**src/rtl/pwsm_pkg.sv**
```systemverilog
// ---------------------------------------------------------------------------
// pwsm_pkg
// Shared types and constants of the pulse window speed mean block.
// ---------------------------------------------------------------------------
package pwsm_pkg;

   // field widths
   localparam int INTERVAL_W = 16;
   localparam int PULSES_W   = 8;
   localparam int DIST_W     = 16;
   localparam int SPEED_W    = 16;
   localparam int SUM_W      = 20;
   localparam int PROD_W     = DIST_W + PULSES_W;
   localparam int NUM_W      = 38;

   // arithmetic constants
   localparam logic [13:0]      SPEED_SCALE = 14'd9216;
   localparam logic [SUM_W-1:0] SUM_MAX     = 20'd655350;
   localparam logic [SPEED_W-1:0] SPEED_MAX = 16'hFFFF;

   // one quotient bit per divider step
   localparam int DIV_STEPS = NUM_W;
   localparam int DIV_CNT_W = $clog2(DIV_STEPS + 1);

   // channel payloads
   typedef struct packed {
      logic [INTERVAL_W-1:0] pulse_interval;
      logic [PULSES_W-1:0]   window_pulses;
   } req_payload_type;

   typedef struct packed {
      logic [SPEED_W-1:0] mean_speed;
   } rsp_payload_type;

   typedef struct packed {
      logic [DIST_W-1:0] pulse_distance;
   } csr_payload_type;

   // divider result toward the sequencer
   typedef struct packed {
      logic             done;
      logic [NUM_W-1:0] quotient;
   } div_result_type;

endpackage

```
**src/rtl/pwsm_chan_if.sv**
```systemverilog
// ---------------------------------------------------------------------------
// pwsm_chan_if
// Valid/ready channel carrying one payload per transaction.
// ---------------------------------------------------------------------------
interface pwsm_chan_if #(
   parameter type payload_type = logic [15:0]
) ();

   logic        valid;
   logic        ready;
   payload_type payload;

   modport source (output valid, output payload, input ready);
   modport sink   (input valid, input payload, output ready);

endinterface

```
**src/rtl/pwsm_ring.sv**
```systemverilog
// ---------------------------------------------------------------------------
// pwsm_ring
// Interval ring memory with one valid bit per entry; unwritten entries
// read as zero.
// ---------------------------------------------------------------------------
module pwsm_ring #(
   parameter int WINDOW = 8,
   parameter int SLOT_W = 3
) (
   input  logic                            clock,
   input  logic                            reset,
   input  logic                            rd_en,
   input  logic [SLOT_W-1:0]               rd_addr,
   output logic [pwsm_pkg::INTERVAL_W-1:0] rd_data,
   input  logic                            wr_en,
   input  logic [SLOT_W-1:0]               wr_addr,
   input  logic [pwsm_pkg::INTERVAL_W-1:0] wr_data
);
   import pwsm_pkg::*;

   logic [INTERVAL_W-1:0] mem [WINDOW];
   logic [WINDOW-1:0]     valid_ff;
   logic [INTERVAL_W-1:0] rd_data_ff;
   logic                  rd_valid_ff;

   // storage write and registered read
   always_ff @(posedge clock) begin
      if (wr_en) begin
         mem[wr_addr] <= wr_data;
      end
      if (rd_en) begin
         rd_data_ff <= mem[rd_addr];
      end
   end

   // per-entry valid bits
   always_ff @(posedge clock) begin
      if (reset) begin
         valid_ff    <= '0;
         rd_valid_ff <= 1'b0;
      end else begin
         if (wr_en) begin
            valid_ff[wr_addr] <= 1'b1;
         end
         if (rd_en) begin
            rd_valid_ff <= valid_ff[rd_addr];
         end
      end
   end

   assign rd_data = rd_valid_ff ? rd_data_ff : '0;

endmodule

```
**src/rtl/pwsm_divider.sv**
```systemverilog
// ---------------------------------------------------------------------------
// pwsm_divider
// Radix-2 restoring divider, one quotient bit per cycle.
// ---------------------------------------------------------------------------
module pwsm_divider (
   input  logic                       clock,
   input  logic                       reset,
   input  logic                       start,
   input  logic [pwsm_pkg::NUM_W-1:0] dividend,
   input  logic [pwsm_pkg::SUM_W-1:0] divisor,
   output pwsm_pkg::div_result_type   result
);
   import pwsm_pkg::*;

   logic [SUM_W-1:0]     rem_ff, rem_in;
   logic [NUM_W-1:0]     quo_ff, quo_in;
   logic [DIV_CNT_W-1:0] cnt_ff, cnt_in;
   logic                 busy_ff, busy_in;
   logic                 done_ff, done_in;
   logic [SUM_W:0]       shifted;
   logic [SUM_W+1:0]     diff;
   logic                 fits;

   // shared trial subtract
   always_comb begin
      shifted = {rem_ff, quo_ff[NUM_W-1]};
      diff    = {1'b0, shifted} - {2'b00, divisor};
      fits    = ~diff[SUM_W+1];
   end

   // step control
   always_comb begin
      rem_in  = rem_ff;
      quo_in  = quo_ff;
      cnt_in  = cnt_ff;
      busy_in = busy_ff;
      done_in = 1'b0;
      if (start) begin
         rem_in  = '0;
         quo_in  = dividend;
         cnt_in  = DIV_CNT_W'(DIV_STEPS);
         busy_in = 1'b1;
      end else if (busy_ff) begin
         if (fits) begin
            rem_in = diff[SUM_W-1:0];
         end else begin
            rem_in = shifted[SUM_W-1:0];
         end
         quo_in = {quo_ff[NUM_W-2:0], fits};
         cnt_in = cnt_ff - 1'b1;
         if (cnt_ff == DIV_CNT_W'(1)) begin
            busy_in = 1'b0;
            done_in = 1'b1;
         end
      end
   end

   always_ff @(posedge clock) begin
      rem_ff <= rem_in;
      quo_ff <= quo_in;
   end

   always_ff @(posedge clock) begin
      if (reset) begin
         cnt_ff  <= '0;
         busy_ff <= 1'b0;
         done_ff <= 1'b0;
      end else begin
         cnt_ff  <= cnt_in;
         busy_ff <= busy_in;
         done_ff <= done_in;
      end
   end

   assign result.done     = done_ff;
   assign result.quotient = quo_ff;

endmodule

```
**src/rtl/pulse_window_speed_mean.sv**
```systemverilog
// ---------------------------------------------------------------------------
// pulse_window_speed_mean
// Sliding-window mean of wheel-pulse intervals turned into a raw speed.
//
// Each request transaction carries one pulse interval and a pulse count.
// The block keeps the last WINDOW intervals in a ring and a running sum,
// clamped to 0..655350, then answers with
// mean_speed = pulse_distance * 9216 * window_pulses / sum, truncated and
// saturated to 65535 (65535 when the sum is zero). A request passes the
// ring read at acceptance, sum update and product, divider load, the
// bit-serial restoring divider, pick-up of its done flag, and the load of
// the response register, which waits while an earlier response is pending.
// The next request can be taken in the cycle after that load. The request
// side is not ready while a request is in work; a finished response waits
// in its own register, so the next request is taken while it is pending.
// The pulse_distance register is written through the csr channel, which
// is always ready; the user must write it only while no request is in
// work, and the block itself does not enforce this.
// ---------------------------------------------------------------------------
module pulse_window_speed_mean #(
   parameter int WINDOW = 8
) (
   input  logic       clock,
   input  logic       reset,
   pwsm_chan_if.sink   req_chan,
   pwsm_chan_if.source rsp_chan,
   pwsm_chan_if.sink   csr_chan
);
   import pwsm_pkg::*;

   localparam int SLOT_W = (WINDOW > 1) ? $clog2(WINDOW) : 1;
   localparam logic [SLOT_W-1:0] SLOT_LAST = SLOT_W'(WINDOW - 1);

   typedef enum logic [4:0] {
      ST_IDLE = 5'b00001,
      ST_SUM  = 5'b00010,
      ST_LOAD = 5'b00100,
      ST_DIV  = 5'b01000,
      ST_OUT  = 5'b10000
   } state_type;

   state_type             state_ff, state_in;
   logic [SLOT_W-1:0]     slot_ff, slot_in;
   logic [SUM_W-1:0]      sum_ff, sum_in;
   logic [DIST_W-1:0]     dist_ff;
   logic [INTERVAL_W-1:0] interval_ff;
   logic [PULSES_W-1:0]   pulses_ff;
   logic [PROD_W-1:0]     prod_ff;
   logic                  rsp_valid_ff, rsp_valid_in;
   logic [SPEED_W-1:0]    speed_ff;
   logic [SPEED_W-1:0]    speed_in;

   req_payload_type       req_pl;
   csr_payload_type       csr_pl;
   rsp_payload_type       rsp_pl;
   logic                  req_take;
   logic                  rsp_take;
   logic                  rsp_free;
   logic [INTERVAL_W-1:0] oldest;
   logic [SUM_W+1:0]      sum_trial;
   logic [NUM_W-1:0]      dividend;
   logic                  div_start;
   div_result_type        div_res;

   assign req_pl   = req_chan.payload;
   assign csr_pl   = csr_chan.payload;
   assign req_take = req_chan.valid && req_chan.ready;
   assign rsp_take = rsp_chan.valid && rsp_chan.ready;
   assign rsp_free = !rsp_valid_ff || rsp_take;

   assign req_chan.ready = (state_ff == ST_IDLE);
   assign csr_chan.ready = 1'b1;

   // interval ring
   pwsm_ring #(
      .WINDOW (WINDOW),
      .SLOT_W (SLOT_W)
   ) u_ring (
      .clock   (clock),
      .reset   (reset),
      .rd_en   (req_take),
      .rd_addr (slot_ff),
      .rd_data (oldest),
      .wr_en   (state_ff == ST_SUM),
      .wr_addr (slot_ff),
      .wr_data (interval_ff)
   );

   // shared iterative divider; scale by 9216 = 8192 + 1024 as two shifts
   assign dividend  = (NUM_W'(prod_ff) << 13) + (NUM_W'(prod_ff) << 10);
   assign div_start = (state_ff == ST_LOAD);

   pwsm_divider u_div (
      .clock    (clock),
      .reset    (reset),
      .start    (div_start),
      .dividend (dividend),
      .divisor  (sum_ff),
      .result   (div_res)
   );

   // running sum with clamping at zero and at the top
   always_comb begin
      sum_trial = {2'b00, sum_ff} + (SUM_W+2)'(interval_ff) - (SUM_W+2)'(oldest);
      if (sum_trial[SUM_W+1]) begin
         sum_in = '0;
      end else if (sum_trial[SUM_W:0] > {1'b0, SUM_MAX}) begin
         sum_in = SUM_MAX;
      end else begin
         sum_in = sum_trial[SUM_W-1:0];
      end
   end

   // speed saturation
   always_comb begin
      if ((sum_ff == '0) || (|div_res.quotient[NUM_W-1:SPEED_W])) begin
         speed_in = SPEED_MAX;
      end else begin
         speed_in = div_res.quotient[SPEED_W-1:0];
      end
   end

   // sequencer
   always_comb begin
      state_in     = state_ff;
      slot_in      = slot_ff;
      rsp_valid_in = rsp_valid_ff;
      if (rsp_take) begin
         rsp_valid_in = 1'b0;
      end
      case (state_ff)
         ST_IDLE: begin
            if (req_take) begin
               state_in = ST_SUM;
            end
         end
         ST_SUM: begin
            slot_in  = (slot_ff == SLOT_LAST) ? '0 : slot_ff + 1'b1;
            state_in = ST_LOAD;
         end
         ST_LOAD: begin
            state_in = ST_DIV;
         end
         ST_DIV: begin
            if (div_res.done) begin
               state_in = ST_OUT;
            end
         end
         ST_OUT: begin
            if (rsp_free) begin
               rsp_valid_in = 1'b1;
               state_in     = ST_IDLE;
            end
         end
         default: begin
            state_in = ST_IDLE;
         end
      endcase
   end

   // control registers
   always_ff @(posedge clock) begin
      if (reset) begin
         state_ff     <= ST_IDLE;
         slot_ff      <= '0;
         sum_ff       <= '0;
         dist_ff      <= '0;
         rsp_valid_ff <= 1'b0;
      end else begin
         state_ff     <= state_in;
         slot_ff      <= slot_in;
         rsp_valid_ff <= rsp_valid_in;
         if (state_ff == ST_SUM) begin
            sum_ff <= sum_in;
         end
         if (csr_chan.valid) begin
            dist_ff <= csr_pl.pulse_distance;
         end
      end
   end

   // payload registers
   always_ff @(posedge clock) begin
      if (req_take) begin
         interval_ff <= req_pl.pulse_interval;
         pulses_ff   <= req_pl.window_pulses;
      end
      if (state_ff == ST_SUM) begin
         prod_ff <= dist_ff * pulses_ff;
      end
      if ((state_ff == ST_OUT) && rsp_free) begin
         speed_ff <= speed_in;
      end
   end

   assign rsp_pl.mean_speed = speed_ff;
   assign rsp_chan.valid    = rsp_valid_ff;
   assign rsp_chan.payload  = rsp_pl;

endmodule

```
**src/flat_wrapper.sv**
```systemverilog
// flat-port wrapper written by rule: the top's interface ports become plain ports
module pulse_window_speed_mean_flat import pwsm_pkg::*;
#(
   parameter int WINDOW = 8
)
  (clock, reset, req_chan_valid, req_chan_payload, req_chan_ready, rsp_chan_valid, rsp_chan_payload, rsp_chan_ready, csr_chan_valid, csr_chan_payload, csr_chan_ready);
  pwsm_chan_if #(.payload_type(req_payload_type)) req_chan_i ();
  pwsm_chan_if #(.payload_type(rsp_payload_type)) rsp_chan_i ();
  pwsm_chan_if #(.payload_type(csr_payload_type)) csr_chan_i ();
  input  logic clock;
  input  logic reset;
  input wire logic [$bits(req_chan_i.valid)-1:0] req_chan_valid;
  input wire logic [$bits(req_chan_i.payload)-1:0] req_chan_payload;
  output wire logic [$bits(req_chan_i.ready)-1:0] req_chan_ready;
  output wire logic [$bits(rsp_chan_i.valid)-1:0] rsp_chan_valid;
  output wire logic [$bits(rsp_chan_i.payload)-1:0] rsp_chan_payload;
  input wire logic [$bits(rsp_chan_i.ready)-1:0] rsp_chan_ready;
  input wire logic [$bits(csr_chan_i.valid)-1:0] csr_chan_valid;
  input wire logic [$bits(csr_chan_i.payload)-1:0] csr_chan_payload;
  output wire logic [$bits(csr_chan_i.ready)-1:0] csr_chan_ready;
  assign req_chan_i.valid = req_chan_valid;
  assign req_chan_i.payload = req_chan_payload;
  assign req_chan_ready = req_chan_i.ready;
  assign rsp_chan_valid = rsp_chan_i.valid;
  assign rsp_chan_payload = rsp_chan_i.payload;
  assign rsp_chan_i.ready = rsp_chan_ready;
  assign csr_chan_i.valid = csr_chan_valid;
  assign csr_chan_i.payload = csr_chan_payload;
  assign csr_chan_ready = csr_chan_i.ready;
  pulse_window_speed_mean #(.WINDOW(WINDOW)) u_core (.clock(clock), .reset(reset), .req_chan(req_chan_i), .rsp_chan(rsp_chan_i), .csr_chan(csr_chan_i));
endmodule
```
**config.mk**
```make
export PLATFORM = sky130hd
export DESIGN_NAME = pulse_window_speed_mean_flat
export DESIGN_NICKNAME = d
export VERILOG_FILES = /design/src/rtl/pwsm_pkg.sv /design/src/rtl/pwsm_chan_if.sv /design/src/rtl/pwsm_ring.sv /design/src/rtl/pwsm_divider.sv /design/src/rtl/pulse_window_speed_mean.sv /design/src/flat_wrapper.sv
export SDC_FILE = /design/constraint.sdc
export NUM_CORES = 1
export LEC_CHECK = 0
export ABC_AREA = 1
export BUFFER_PORTS_ARGS = -buffer_cell sky130_fd_sc_hd__buf_2
export CAP_MARGIN = 0
export CELL_PAD_IN_SITES_DETAIL_PLACEMENT = 2
export CELL_PAD_IN_SITES_GLOBAL_PLACEMENT = 2
export CORE_AREA = 5 5 228 252
export CTS_CLUSTER_DIAMETER = 40
export DETAILED_ROUTE_END_ITERATION = 8
export DIE_AREA = 0 0 233 257
export HOLD_SLACK_MARGIN = 0.08
export PLACE_DENSITY_LB_ADDON = 0.25
export SETUP_SLACK_MARGIN = 0.2
export SKIP_LAST_GASP = 1
export SLEW_MARGIN = 40
export SYNTH_ARGS = -nofsm -noshare
export SYNTH_HDL_FRONTEND = slang
export SYNTH_HIERARCHICAL = 1
export SYNTH_SLANG_ARGS = --single-unit
```
**constraint.sdc**
```tcl
create_clock -name clock -period 10.2 [get_ports clock]
set_input_delay 2.55 -clock clock [delete_from_list [all_inputs] [get_ports clock]]
set_output_delay 2.55 -clock clock [all_outputs]
set_load 0.01 [all_outputs]
```
# Word level (Yosys, flattened, before mapping)
# Memory sizes are Yosys's and may differ from the RTL's. A register that Yosys moved wholly into a read port is not among the register bits.
# Index checks and enable logic that the tools add are counted.
op_classes:
  add_sub_neg: 6
  multipliers: 1
  div: 0
  order_cmp: 3
  eq_ne: 10
  n_shift: 0
  muxes: 26
  bitwise: 3
  n_reduce_logical: 13
op_table:
  columns: ["cell", "count"]
  rows:
  - ["$mux 38", 2]
  - ["$mux 20", 3]
  - ["$add 37x34->38", 1]
  - ["$pmux 5 s5", 1]
  - ["$mul 16x8->24", 1]
  - ["$reduce_or 22->1", 1]
  - ["$sub 21x20->22", 1]
  - ["$sub 22x16->22", 1]
  - ["$add 20x16->21", 1]
  - ["$gt 21x20->1 const B", 1]
  - ["$logic_not 20->1", 1]
  - ["$mux 16", 1]
  - ["$mux 5", 3]
  - ["$mux 6", 2]
  - ["$mux 1", 11]
  - ["$or 8x8->8", 1]
  - ["$eq 6x1->1 const B", 1]
  - ["$sub 6x1->6 const B", 1]
  - ["$eq 5x1->1 const B", 1]
  - ["$eq 5x2->1 const B", 1]
  - ["$eq 5x3->1 const B", 1]
  - ["$eq 5x4->1 const B", 1]
  - ["$eq 5x5->1 const B", 1]
  - ["$logic_and 1x1->1", 4]
  - ["16 further kinds", 19]
word_totals:
  regBits: 184
  latchBits: 0
  mem_bits_rw: 128
  mem_bits_ro: 0
  inputBits: 45
  output_inout_bits: 19
  wordCells: 80
  n_memories: 1
mem_list:
  columns: ["name", "depth", "word_bits", "read_ports", "rd_clocked_by_memory_dff", "write_ports", "line_no", "source"]
  rows:
  - ["u_core.u_ring.mem", 8, 16, 1, 1, 1, "pwsm_ring.sv:21", "logic [INTERVAL_W-1:0] mem [WINDOW];"]

# Logic depth before layout (Yosys ltp)
# Gate-level depths: netlist (run 1).
logic_depth:
  ltp_word: 5
  depth_mapped: 27
  depth_no_buf: 24

# By module
# Netlist (run 1), hierarchy kept.
by_module_without_submodules:
  columns: ["mod", "n_inst", "cells_per_inst", "area_each_um2", "seq_area_each_um2"]
  rows:
  - ["pulse_window_speed_mean", 1, 1463, 11168.2, 2822.7]
  - ["pwsm_ring", 1, 484, 5958.2, 4504.3]
  - ["pwsm_divider", 1, 650, 4478.0, 1701.6]

# Worst setup path before layout (run 1)
# OpenSTA, ideal clock, no wires.
synth_timing:
  kind: "register -> register"
  from: "reg u_core.state_ff[2]"
  to: "mem u_core.u_ring.mem[1][0] (enable)"
  setup_time_ps: 390
  arrival_ps: 4657
  setup_slack_ps: 5153
  path_stages_with_launch: 6
  path_buffers: 0
  period_less_slack_ps: 5047
  cell_sequence: "dfxtp_1 -> nor2_1 -> inv_1 -> nor4_1 -> nand2_1 -> nor2_1"
synth_via:
  elab_chain_cells: 3
synth_rtl:
  columns: ["element", "line_no", "source"]
  rows:
  - ["from (decl)", "pulse_window_speed_mean.sv:42", "state_type state_ff, state_in;"]
  - ["from (signal assigned)", "pulse_window_speed_mean.sv:170", "state_ff <= state_in;"]
  - ["$eq 5x2->1", "pulse_window_speed_mean.sv:84", ".wr_en (state_ff == ST_SUM),"]
  - ["$mux 1", "pwsm_ring.sv:28", "if (wr_en) begin"]
  - ["$mux 1 (not written as such)", "pwsm_ring.sv:29", "mem[wr_addr] <= wr_data;"]
  - ["to (decl)", "pwsm_ring.sv:21", null]
# No other way between the ends.

# Final worst setup path (run 1)
layout_timing:
  from: "reg u_core.pulses_ff[6]"
  to: "reg u_core.prod_ff[21], data pin"
layout_via:
  elab_chain_cells: 1
layout_rtl:
  columns: ["element", "line_no", "source"]
  rows:
  - ["from (decl)", "pulse_window_speed_mean.sv:47", "logic [PULSES_W-1:0] pulses_ff;"]
  - ["from (signal assigned)", "pulse_window_speed_mean.sv:186", "pulses_ff <= req_pl.window_pulses;"]
  - ["$mul 16x8->24", "pulse_window_speed_mean.sv:189", "prod_ff <= dist_ff * pulses_ff;"]
  - ["to (signal assigned)", "pulse_window_speed_mean.sv:189", null]
  - ["to (decl)", "pulse_window_speed_mean.sv:48", "logic [PROD_W-1:0] prod_ff;"]
# No other way between the ends.
# A chain may end at the register's enable or synchronous reset.

==> impl_metrics.csv, run 1 <==
group,metric,value,unit
status,status,"complete, no violations",
critical_path,path_class,"reg -> reg",
logic_synthesis,synth_simple_gate_area_share,0.215,
placed_design,place_hpwl,49700,um
routing,drtIter0Drc,759,
final_layout,drive_above_1_share,0.0977,
run,cap_violations,0,
logic_synthesis,synth.distinct_cells,55,
power_and_ir_drop,p_leak,12.0,nW
power_and_ir_drop,irDropWorstVdd,0.000166,V
logic_synthesis,synth_edf_count,246,
cts,post_cts_buffers,0,
critical_path,rr_worst_depth,17,
final_layout,seqCellArea,9030,sq um
grt,met1_usage,0.281,
timing,post-route-period-util,0.542,
critical_path,critPathLaunchType,"flop",
final_layout,nets,2912,
grt,grt_pass1_wl,112000,um
floorplanning,rows,90,
cts,hold_buffers,0,
critical_path,crit_chain,"nand2_1, inv_1, fa_1, fa_1, fa_1, inv_1, fa_1, inv_1, ha_1, a21oi_1, o21ai_0, o21bai_1, a21oi_1, o21ai_0, a21boi_0, o21ai_0, xor2_1",
logic_synthesis,yosysWarnings,6,
cts,cts_root_buffer,"clkbuf_16",
floorplanning,dieArea,59900,sq um
cts,cts_resized,0,
logic_synthesis,yosys.area.top_type,"edfxtp_1",
timing,rsz0062_at_grt,"no",
floorplanning,coreArea,54500,sq um
min_path,holdCritStartpoint,"u_core/u_div/rem_ff[15]$_SDFFE_PP0P_",
logic_synthesis,synth_seq_area_share,0.418,
critical_path,endpoint_kind,"flop",
critical_path,critPathArrivalTime,5.86,ns
cts,cts_tree,"done",
critical_path,slowest_stage,"edfxtp_1",
critical_path,crit_top_cell,"fa_1",
cts,htreeDepth,2,
grt,busiest_layer,"met2",
timing,fin_crit,5.52,ns
logic_synthesis,synth.avg_cell_area,8.32,sq um
logic_synthesis,synth-compound-area-share,0.0715,
cts,cts.sinks,328,
grt,grt_overflow,0,
floorplanning,die_h,257,um
routing,wl,70300,um
timing,fin_setup_tns,0,ns
routing,drc_errors,0,
logic_synthesis,synth_adder_area_share,0.159,
placed_design,placed_cell_area,22600,sq um
critical_path,timing.rr.start,"u_core/pulses_ff[6]$_DFFE_PP_",
final_layout,fillers,6109,
timing,fin_worst_skew,0.0185,ns
timing,hold_slack,0.479,ns
min_path,min_to,"u_core/u_div/rem_ff[15]$_SDFFE_PP0P_",
logic_synthesis,synth_xor_area_frac,0.0214,
min_path,hold_depth,2,
grt,grt_usage,0.234,
placed_design,gp_congestion,0.835,
final_layout,multiInputGateArea,10200,sq um
logic_synthesis,synth_top_family_by_area,"simple AND/OR/NAND/NOR gates",
routing,wl_per_cell,20.4,um
min_path,min_path_type,"reg -> reg",
power_and_ir_drop,finalPower,5.55,mW
routing,firstDrtPassIters,5,
grt,grt_use_met3,0.0315,
logic_synthesis,synthMuxAreaShare,0,
routing,route.vias.total,17500,
timing,finalSetupViolCount,0,
final_layout,design_area,24800,sq um
cts,cts-buffers-inserted,59,
routing,ant_nets,0,
logic_synthesis,synth_top_cell_area_share,0.342,
critical_path,r2r_end,"u_core/prod_ff[21]$_DFFE_PP_",
floorplanning,die_w,233,um
grt,grt_pass1_vias,20600,
grt,antenna_found_initial,1,
logic_synthesis,synth_area_leaders,"edfxtp_1, nand2_1, fa_1",
critical_path,crit_fanout,16,
placed_design,port_buffers,62,
timing,finalHoldViolations,0,
timing,slew_viol_final,0,
final_layout,area_growth,14.7,%
timing,tightest_slew,0.821,ns
logic_synthesis,ys_ff_latch,328,
cts,path_clk_slew,0.05,ns
routing,viasPerCell,5.09,
logic_synthesis,synth_area,21600,sq um
logic_synthesis,synth_ff_type,"edfxtp_1",
timing,slew_headroom,0.453,
critical_path,worst-endpoint-required,10.54,ns
floorplanning,initial_core_util,0.396,
floorplanning,io_pins,64,
grt,grt_max_degree,75,
critical_path,critical_path.max_stage_delay,0.80,ns
timing,clock.fmax,0.181,GHz
grt,met2_usage,0.437,
cts,clock_latency,0.61,ns
logic_synthesis,synthArstFlopShare,0,
cts,clockBufferDepth,3,
logic_synthesis,syn_inst,2597,
critical_path,r2r_setup_slack,4.68,ns
power_and_ir_drop,p_per_area,224,nW/um^2
==> metal layers <==
metal	part of all wire	vias to the layer above	wire (um)
met5	0	-	0
met4	0.025	0	1730
met3	0.031	114	2170
met2	0.53	299	37300
met1	0.41	8831	29100
li1	-	8277	-
==> layout make-up <==
| class | count | share of cell area |
|---|---|---|
| multi-input cells | 1655 | 0.412 |
| clock inverters | 39 | 0.0241 |
| flip-flops and latches | 328 | 0.364 |
| repair buffers | 80 | 0.0180 |
| clock buffers | 71 | 0.0635 |
| inverters | 529 | 0.0803 |
| diodes | 1 | 0.000101 |
| well taps | 736 | 0.0372 |
==> how the worst max path moves through the flow <==
stage | start | endpoint | slack [ns] | cells after the start
finish | u_core/pulses_ff[6]$_DFFE_PP_ | u_core/prod_ff[21]$_DFFE_PP_ | 4.68 | 17
global route | u_core/pulses_ff[6]$_DFFE_PP_ | u_core/prod_ff[21]$_DFFE_PP_ | 4.28 | 18
CTS | u_core/pulses_ff[6]$_DFFE_PP_ | u_core/prod_ff[21]$_DFFE_PP_ | 4.63 | 17
detailed placement | u_core/pulses_ff[7]$_DFFE_PP_ | u_core/prod_ff[21]$_DFFE_PP_ | 4.66 | 17
global placement | u_core/pulses_ff[7]$_DFFE_PP_ | u_core/prod_ff[21]$_DFFE_PP_ | 5.03 | 18
floorplan | u_core/state_ff[2]$_SDFFE_PP0P_ | u_core/u_ring/mem[1][0]$_DFFE_PP_ | 5.15 | 5
==> cells in the final DEF (no fill, tap or decap), drive strengths merged <==
cell	n
buf	80
clkinvlp	5
ha	112
o211ai	2
o31ai	2
a21oi	118
a21boi	2
o22ai	32
xnor2	23
nor3b	1
a221oi	1
bufinv	13
conb	11
nand2	737
a31oi	5
o311ai	1
o21bai	3
clkinv	16
nand3	114
a21o	3
dfxtp	82
inv	534
a311oi	1
nand4	34
nor3	17
nor4	13
xor2	29
o21ai	106
edfxtp	246
o21a	1
or2	1
clkbuf	71
fa	102
nand3b	4
nor2	177
a211oi	1
and2	2
diode	1
==> flip-flops by register name, summed over array words and instances, names as in the netlist, 3 cells and up <==
signal / cells
u_core/sum_ff: 20
u_core/prod_ff: 24
u_core/state_ff: 5
u_core/u_div/rem_ff: 20
u_core/u_ring/mem: 128
u_core/interval_ff: 16
u_core/u_div/quo_ff: 38
u_core/pulses_ff: 8
u_core/u_ring/rd_data_ff: 16
u_core/rsp_chan.payload: 16
u_core/u_div/cnt_ff: 6
u_core/u_ring/valid_ff: 8
u_core/dist_ff: 16
u_core/slot_ff: 3
==> metrics by stage <==
| step | std cells | setup WS (ns) | utilization |
|---|---|---|---|
| finish | 3439 | 4.68 | 0.455 |
| CTS | 3438 | 4.63 | 0.455 |
| floorplan | 2606 | 5.15 | - |
| detailed placement | 3328 | 4.66 | 0.415 |
| global route | 3438 | 4.28 | 0.455 |
| global placement | 3328 | 5.03 | 0.414 |
==> cell families (layout without fill, tap and decap cells) <==
kind of cell               after synthesis  count (layout)
and+or+nand+nor                       1100            1100
buffers and inverters                  623             719
DFF                                    328             328
AOI/OAI and AO/OA                      278             278
adders and majority gates              214             214
xor gates and xnor gates                52              52
other                                    2              12
==> cells in the mapped netlist, types with 5 or more instances <==
cell	n
a21oi_1	107
a21oi_2	10
a31oi_1	5
buf_2	18
buf_4	8
clkbuf_1	59
dfxtp_1	82
edfxtp_1	246
fa_1	102
ha_1	112
inv_1	524
nand2_1	714
nand2_2	20
nand3_1	94
nand3_2	19
nand4_1	33
nor2_1	171
nor3_1	17
nor4_1	13
o21ai_0	90
o21ai_1	13
o22ai_1	32
xnor2_1	23
xor2_1	28
==> worst max-delay path: cells and delay by family, from the launching register on <==
family | cells | cell delay, ns
adders and majority gates | 5 | 2.46
AOI/OAI and AO/OA | 7 | 1.50
DFF | 1 | 0.80
buffers and inverters | 3 | 0.22
xor gates and xnor gates | 1 | 0.17
and+or+nand+nor | 1 | 0.12
==> where the power goes <==
| part | switching, mW | internal, mW | leakage, nW |
|---|---|---|---|
| Clock | 0.721 | 1.43 | 1.05 |
| Sequential | 0.105 | 1.54 | 2.89 |
| Combinational | 1.17 | 0.586 | 8.02 |
| Total | 1.99 | 3.56 | 12.0 |
No activity file was read; power rests on OpenSTA's default activity.
==> run 2: changes to the inputs <==
--- a/config.mk
+++ b/config.mk
@@ -10,10 +10,10 @@
 export CAP_MARGIN = 0
 export CELL_PAD_IN_SITES_DETAIL_PLACEMENT = 2
 export CELL_PAD_IN_SITES_GLOBAL_PLACEMENT = 2
-export CORE_AREA = 5 5 228 252
+export CORE_AREA = 5 5 243 269
 export CTS_CLUSTER_DIAMETER = 40
 export DETAILED_ROUTE_END_ITERATION = 8
-export DIE_AREA = 0 0 233 257
+export DIE_AREA = 0 0 248 274
 export HOLD_SLACK_MARGIN = 0.08
 export PLACE_DENSITY_LB_ADDON = 0.25
 export SETUP_SLACK_MARGIN = 0.2
==> constraint.sdc (replaced) <==
create_clock -name clock -period 4.7 [get_ports clock]
set_input_delay 1.175 -clock clock [delete_from_list [all_inputs] [get_ports clock]]
set_output_delay 1.175 -clock clock [all_outputs]
set_load 0.01 [all_outputs]
==> run 2 against run 1 <==
  * Non-clock buffer count rose by 89
  * Register-to-register slack got worse by 4.7 ns
  * Clock-buffer cell count fell by 1
  * Highest routed layer unchanged
  * Worst hold slack got worse by 0.0022 ns
  * Wire length rose by 0.44%
  * Maximum frequency increased by 18%
  * Sequential cell count unchanged
  * Total power rose by 120%
  * Via count rose by 0.70%
  * Critical endpoint is now u_core/prod_ff[22]$_DFFE_PP_
==> impl_metrics.csv, run 2 (synthesis results as in run 1) <==
group,metric,value,unit
routing,ant_nets,0,
power_and_ir_drop,p_per_area,473,nW/um^2
cts,cts_tree,"done",
critical_path,cp.depth,18,
min_path,hold_depth,2,
floorplanning,rows,96,
placed_design,place_ws,-0.220,ns
timing,fin_setup_tns,0,ns
critical_path,critPathLaunchType,"flop",
grt,grt_usage,0.205,
power_and_ir_drop,power_frac_comb,0.344,
timing,fin_worst_skew,0.0604,ns
grt,grt_pass1_wl,111000,um
timing,clock.fmax,0.214,GHz
final_layout,top_register,"u_core/u_ring/mem",
critical_path,crit_chain,"buf_6, buf_16, nand2_4, fa_1, fa_1, inv_1, fa_1, inv_2, fa_1, inv_2, ha_4, a21o_1, buf_4, a31oi_1, o21ai_0, nand2_1, nand3_1, xor2_1",
power_and_ir_drop,p_leak,12.5,nW
timing,slew_headroom,0.404,
power_and_ir_drop,p_int,7.77,mW
routing,wl,70600,um
floorplanning,dieArea,68000,sq um
min_path,min_path_type,"reg -> reg",
final_layout,drive_above_1_share,0.166,
floorplanning,io_pins,64,
critical_path,slowest_stage,"fa_1",
timing,post-route-period-util,0.996,
critical_path,crit_fanout,5,
final_layout,final_common_cell,"nand2_1",
routing,drtIter0Drc,758,
floorplanning,coreArea,62100,sq um
cts,cts-buffers-inserted,59,
power_and_ir_drop,irDropWorstVdd,0.000497,V
critical_path,crit_family,"adder cells",
timing,finalHoldViolations,0,
placed_design,place_hpwl,49100,um
timing,fin_crit,4.68,ns
cts,htreeDepth,2,
power_and_ir_drop,switching_share,0.372,
status,status,"complete, no violations",
routing,route.vias.total,17600,
cts,clock_latency,0.65,ns
routing,firstDrtPassIters,4,
critical_path,path_class,"reg -> reg",
cts,clockBufferDepth,3,
placed_design,place_inst,3466,
run,cap_violations,0,
grt,grt_overflow,0,
final_layout,reg.largest.list,"u_core/u_ring/mem x128, u_core/u_div/quo_ff x38, u_core/prod_ff x24",
routing,drc_errors,0,
timing,fin_ws,0.0186,ns
placed_design,port_buffers,62,
power_and_ir_drop,finalPower,12.4,mW
critical_path,critPathArrivalTime,5.03,ns
critical_path,rr_worst_depth,18,
cts,cts_root_buffer,"clkbuf_16",
critical_path,cp_num_buf_inv,6,
critical_path,crit_top_cell,"fa_1",
floorplanning,die_w,248,um
grt,grt_max_degree,45,
grt,antenna_found_initial,1,
routing,viasPerCell,4.86,
final_layout,area_growth,21.2,%
final_layout,nets,3001,
critical_path,critical_path.max_stage_delay,0.56,ns
cts,path_clk_slew,0.06,ns
timing,finalSetupViolCount,0,
floorplanning,die_h,274,um
power_and_ir_drop,p_seq_frac,0.285,
critical_path,worst-endpoint-required,5.05,ns
timing,tightest_slew,0.894,ns
power_and_ir_drop,p_sw,4.60,mW
final_layout,fin_cells,3627,
timing,slew_viol_final,0,
cts,cts.sinks,328,
placed_design,gp_congestion,0.791,
grt,grt_pass1_vias,20200,
final_layout,layout_common_cells,"nand2_1, inv_1, edfxtp_1",
power_and_ir_drop,clockPowerShare,0.370,
timing,rsz0062_at_grt,"yes",
critical_path,endpoint_kind,"flop",
routing,wl_per_cell,19.5,um
floorplanning,initial_core_util,0.348,
final_layout,largest_register_ffs,128,
[run 2: final cells by class]
type,count,area (sq um)
Clock inverter,42,548
Timing Repair Buffer,169,1220
Fill cell,6890,35900
Inverter,529,1990
Tap cell,833,1040
Sequential cell,328,9040
Multi-Input combinational cell,1655,10700
Antenna cell,1,2.50
Clock buffer,70,1610
[run 2: tightest hold or removal path, delay by kind of cell, from the launching register on]
| family | cells | cell delay [ns] |
|---|---|---|
| flops | 1 | 0.32 |
| simple gates | 2 | 0.11 |
[run 2: through the flow]
stage | util | instance area (sq um) | hold WS (ns)
2_1_floorplan | - | 21800 | 0.440
3_3_place_gp | 0.372 | 23100 | 0.451
3_5_place_dp | 0.373 | 23200 | 0.462
4_1_cts | 0.417 | 25900 | 0.482
5_1_grt | 0.422 | 26200 | 0.495
6_report | 0.422 | 26200 | 0.477
[run 2: repair_timing]
action | in CTS | in global routing
buffers inserted | 37 | 10
endpoints found under the setup margin | 14 | 13
cloned | 1 | 0
gates resized for setup | 74 | 59
hold buffers | 0 | 0
pin swaps | 65 | 32
[run 2: layer usage]
layer / track usage / wire [um] / up-vias
li1: - / - / 8448
met1: 0.252 / 30000 / 8825
met2: 0.374 / 36500 / 256
met3: 0.0309 / 2320 / 114
met4: 0.0532 / 1730 / 0
met5: 0 / 0 / -
[run 2: final timing paths]
path	startpoint	endpoint	slack, ns
setup reg to reg	u_core/pulses_ff[4]$_DFFE_PP_	u_core/prod_ff[22]$_DFFE_PP_	0.02
setup / recovery	u_core/pulses_ff[4]$_DFFE_PP_	u_core/prod_ff[22]$_DFFE_PP_	0.02
hold / removal	u_core/u_div/rem_ff[18]$_SDFFE_PP0P_	u_core/u_div/rem_ff[18]$_SDFFE_PP0P_	0.48
hold reg to reg	u_core/u_div/rem_ff[18]$_SDFFE_PP0P_	u_core/u_div/rem_ff[18]$_SDFFE_PP0P_	0.48
[run 2: power by group through the flow]
stage	Clock, mW	Sequential (mW)	Combinational (mW)
finish	4.58	3.53	4.26
global route	4.84	3.55	4.79
CTS	4.68	3.53	4.14
detailed placement	0	3.59	3.90
global placement	0	3.58	3.71
floorplan	0	3.49	2.97
==> run 3: changes to the inputs <==
--- a/config.mk
+++ b/config.mk
@@ -5,15 +5,14 @@
 export SDC_FILE = /design/constraint.sdc
 export NUM_CORES = 1
 export LEC_CHECK = 0
-export ABC_AREA = 1
 export BUFFER_PORTS_ARGS = -buffer_cell sky130_fd_sc_hd__buf_2
 export CAP_MARGIN = 0
 export CELL_PAD_IN_SITES_DETAIL_PLACEMENT = 2
 export CELL_PAD_IN_SITES_GLOBAL_PLACEMENT = 2
-export CORE_AREA = 5 5 243 269
+export CORE_AREA = 5 5 224 248
 export CTS_CLUSTER_DIAMETER = 40
 export DETAILED_ROUTE_END_ITERATION = 8
-export DIE_AREA = 0 0 248 274
+export DIE_AREA = 0 0 229 253
 export HOLD_SLACK_MARGIN = 0.08
 export PLACE_DENSITY_LB_ADDON = 0.25
 export SETUP_SLACK_MARGIN = 0.2
==> run 3 against run 2 <==
  * The flow now finishes with violations (negative setup slack)
  * Synthesized cell count fell by 32%
  * Maximum frequency fell by 13%
  * Clock-buffer cell count fell by 4
  * Die area fell by 15%
  * Synthesized area fell by 5.6%
  * Worst hold slack improved by 0.012 ns
  * Sequential share of layout area rose by 2.1 points
  * Highest routed layer unchanged
  * Combinational power fell by 31%
  * Largest cell class unchanged
==> impl_metrics.csv, run 3 <==
group,metric,value,unit
placed_design,port_buffers,62,
floorplanning,initial_core_util,0.385,
final_layout,design_area,24700,sq um
floorplanning,io_pins,64,
critical_path,critPathLaunchType,"flop",
logic_synthesis,ys_ff_latch,328,
cts,cts-buffers-inserted,58,
final_layout,largest_register_ffs,128,
routing,firstDrtPassIters,5,
cts,cts_root_buffer,"clkbuf_16",
grt,grt_pass1_vias,16500,
logic_synthesis,yosysWarnings,6,
run,cap_violations,0,
status,violations,"negative setup slack",
logic_synthesis,synth_area,20400,sq um
logic_synthesis,synth_simple_gate_area_share,0.127,
floorplanning,dieArea,57900,sq um
final_layout,diodes,0,
logic_synthesis,synth_area_leaders,"edfxtp_1, fa_1, dfxtp_1",
floorplanning,rows,89,
timing,fin_setup_tns,-3.28,ns
final_layout,nets,2211,
logic_synthesis,syn_inst,1756,
timing,fin_worst_skew,0.0575,ns
logic_synthesis,synth_common_cells,"edfxtp_1, inv_1, and2_1",
cts,clockBufferDepth,3,
critical_path,critPathArrivalTime,5.76,ns
logic_synthesis,synth_xor_area_frac,0.0322,
cts,path_clk_slew,0.05,ns
logic_synthesis,synth-compound-area-share,0.0908,
timing,fin_crit,5.40,ns
timing,clock.fmax,0.185,GHz
critical_path,rr_worst_depth,18,
final_layout,fillers,5221,
routing,route.vias.total,14400,
routing,ant_nets,0,
timing,post-route-period-util,1.15,
timing,finalHoldViolations,0,
grt,antenna_found_initial,1,
floorplanning,die_w,229,um
logic_synthesis,synth_edf_count,246,
grt,grt_overflow,0,
cts,clock_latency,0.63,ns
power_and_ir_drop,p_leak,10.0,nW
logic_synthesis,synth_adder_area_share,0.169,
cts,cts.sinks,328,
cts,hold_buffers,0,
floorplanning,coreArea,52900,sq um
routing,wl,65000,um
final_layout,layout_common_cells,"edfxtp_1, inv_1, and2_1",
timing,rsz0062_at_grt,"yes",
power_and_ir_drop,finalPower,10.6,mW
logic_synthesis,synth_top_cell_area_share,0.362,
placed_design,placed_cell_area,22300,sq um
logic_synthesis,synth_ff_type,"edfxtp_1",
routing,drc_errors,0,
logic_synthesis,synth.avg_cell_area,11.6,sq um
critical_path,endpoint_kind,"flop",
floorplanning,die_h,253,um
timing,fin_ws,-0.702,ns
routing,drtIter0Drc,764,
routing,wl_per_cell,24.2,um
logic_synthesis,synthArstFlopShare,0,
critical_path,crit_fanout,5,
cts,htreeDepth,2,
grt,grt_usage,0.213,
critical_path,worst-endpoint-required,5.06,ns
cts,cts_tree,"done",
final_layout,area_growth,21.0,%
timing,finalSetupViolCount,10,
timing,tightest_slew,0.791,ns
placed_design,place_hpwl,44800,um
power_and_ir_drop,irDropWorstVdd,0.000353,V
final_layout,multiInputGateArea,10700,sq um
timing,hold_slack,0.490,ns
min_path,hold_depth,2,
final_layout,drive_above_1_share,0.217,
critical_path,path_class,"reg -> reg",
final_layout,reg.largest.list,"u_core/u_ring/mem x128, u_core/u_div/quo_ff x38, u_core/prod_ff x24",
final_layout,final_common_cell,"edfxtp_1",
logic_synthesis,yosys.area.top_type,"edfxtp_1",
logic_synthesis,synth_seq_area_share,0.443,
final_layout,seqCellArea,9030,sq um
min_path,min_path_type,"reg -> reg",
timing,slew_viol_final,0,
routing,viasPerCell,5.38,
timing,slew_headroom,0.472,
status,status,"complete, but fails checks",
grt,grt_pass1_wl,97400,um
final_layout,top_register,"u_core/u_ring/mem",
power_and_ir_drop,p_per_area,431,nW/um^2
logic_synthesis,synthMuxAreaShare,0.0854,
logic_synthesis,synth.distinct_cells,80,
logic_synthesis,synth_top_family_by_area,"adder cells",
placed_design,gp_congestion,0.833,
logic_synthesis,yosysMostFrequentCell,"edfxtp_1",
grt,grt_max_degree,48,
-- run 3: per-stage QoR --
stage / std cells / setup slack (ns) / util
finish: 2682 / -0.702 / 0.466
global placement: 2557 / -0.373 / 0.421
floorplan: 1765 / -0.0965 / -
detailed placement: 2557 / -0.616 / 0.421
CTS: 2674 / -0.366 / 0.462
global route: 2682 / -0.847 / 0.466
-- run 3: final cells by class --
class,instances,share of cell area
Inverter,213,0.0324
Timing Repair Buffer,182,0.0507
Tap cell,682,0.0346
Clock inverter,42,0.0206
Multi-Input combinational cell,1169,0.435
Sequential cell,328,0.366
Clock buffer,66,0.0601
-- run 3: cells by family (layout without fill, tap and decap cells) --
family / Yosys count / after routing
other: 2 / 11
AO/OA/AOI/OAI: 261 / 261
flip-flops: 328 / 328
buffers and inverters: 268 / 503
AND/OR/NAND/NOR: 494 / 494
XOR/XNOR: 75 / 75
adder cells (fa/ha/maj): 214 / 214
multiplexers: 114 / 114
-- run 3: report_power, final --
group / leakage [nW] / total, mW / internal, mW / switching, mW
Sequential: 2.91 / 3.39 / 3.25 / 0.133
Combinational: 6.17 / 2.96 / 1.25 / 1.71
Clock: 0.957 / 4.28 / 2.69 / 1.59
Total: 10.0 / 10.6 / 7.19 / 3.44
-- run 3: worst paths after layout --
kind | slack, ns | startpoint | to
worst min-delay path | 0.49 | u_core/u_div/rem_ff[18]$_SDFFE_PP0P_ | u_core/u_div/rem_ff[18]$_SDFFE_PP0P_
worst max register to register | -0.70 | u_core/pulses_ff[3]$_DFFE_PP_ | u_core/prod_ff[23]$_DFFE_PP_
worst min register to register | 0.49 | u_core/u_div/rem_ff[18]$_SDFFE_PP0P_ | u_core/u_div/rem_ff[18]$_SDFFE_PP0P_
worst max-delay path | -0.70 | u_core/pulses_ff[3]$_DFFE_PP_ | u_core/prod_ff[23]$_DFFE_PP_
-- run 3: worst max-delay path: stages (launching register included) --
cell	delay [ns]
edfxtp_1	0.47
buf_6	0.17
buf_4	0.14
and2_1	0.17
fa_1	0.52
fa_1	0.44
fa_1	0.57
inv_1	0.08
fa_1	0.55
inv_1	0.05
ha_2	0.20
buf_4	0.16
nor3_1	0.28
nor2_1	0.20
a2111oi_4	0.49
nor3_2	0.10
or3_1	0.33
a21oi_2	0.17
xnor2_1	0.09
-- run 3: repair_timing --
item                                   in CTS  in global routing
pin swaps                                  18                 25
endpoints found under the hold margin       0                  0
resized for setup                          26                 40
buffers inserted                            9                  8
setup endpoints to repair                  21                 29
-- run 3: metal layers --
| layer | global-route usage | vias up | share of wire | wire [um] |
|---|---|---|---|---|
| met5 | 0 | - | 0 | 0 |
| met4 | 0.0586 | 0 | 0.026 | 1700 |
| met3 | 0.0313 | 95 | 0.038 | 2490 |
| met2 | 0.390 | 287 | 0.52 | 34000 |
| met1 | 0.264 | 7429 | 0.41 | 26800 |
| li1 | - | 6609 | - | - |
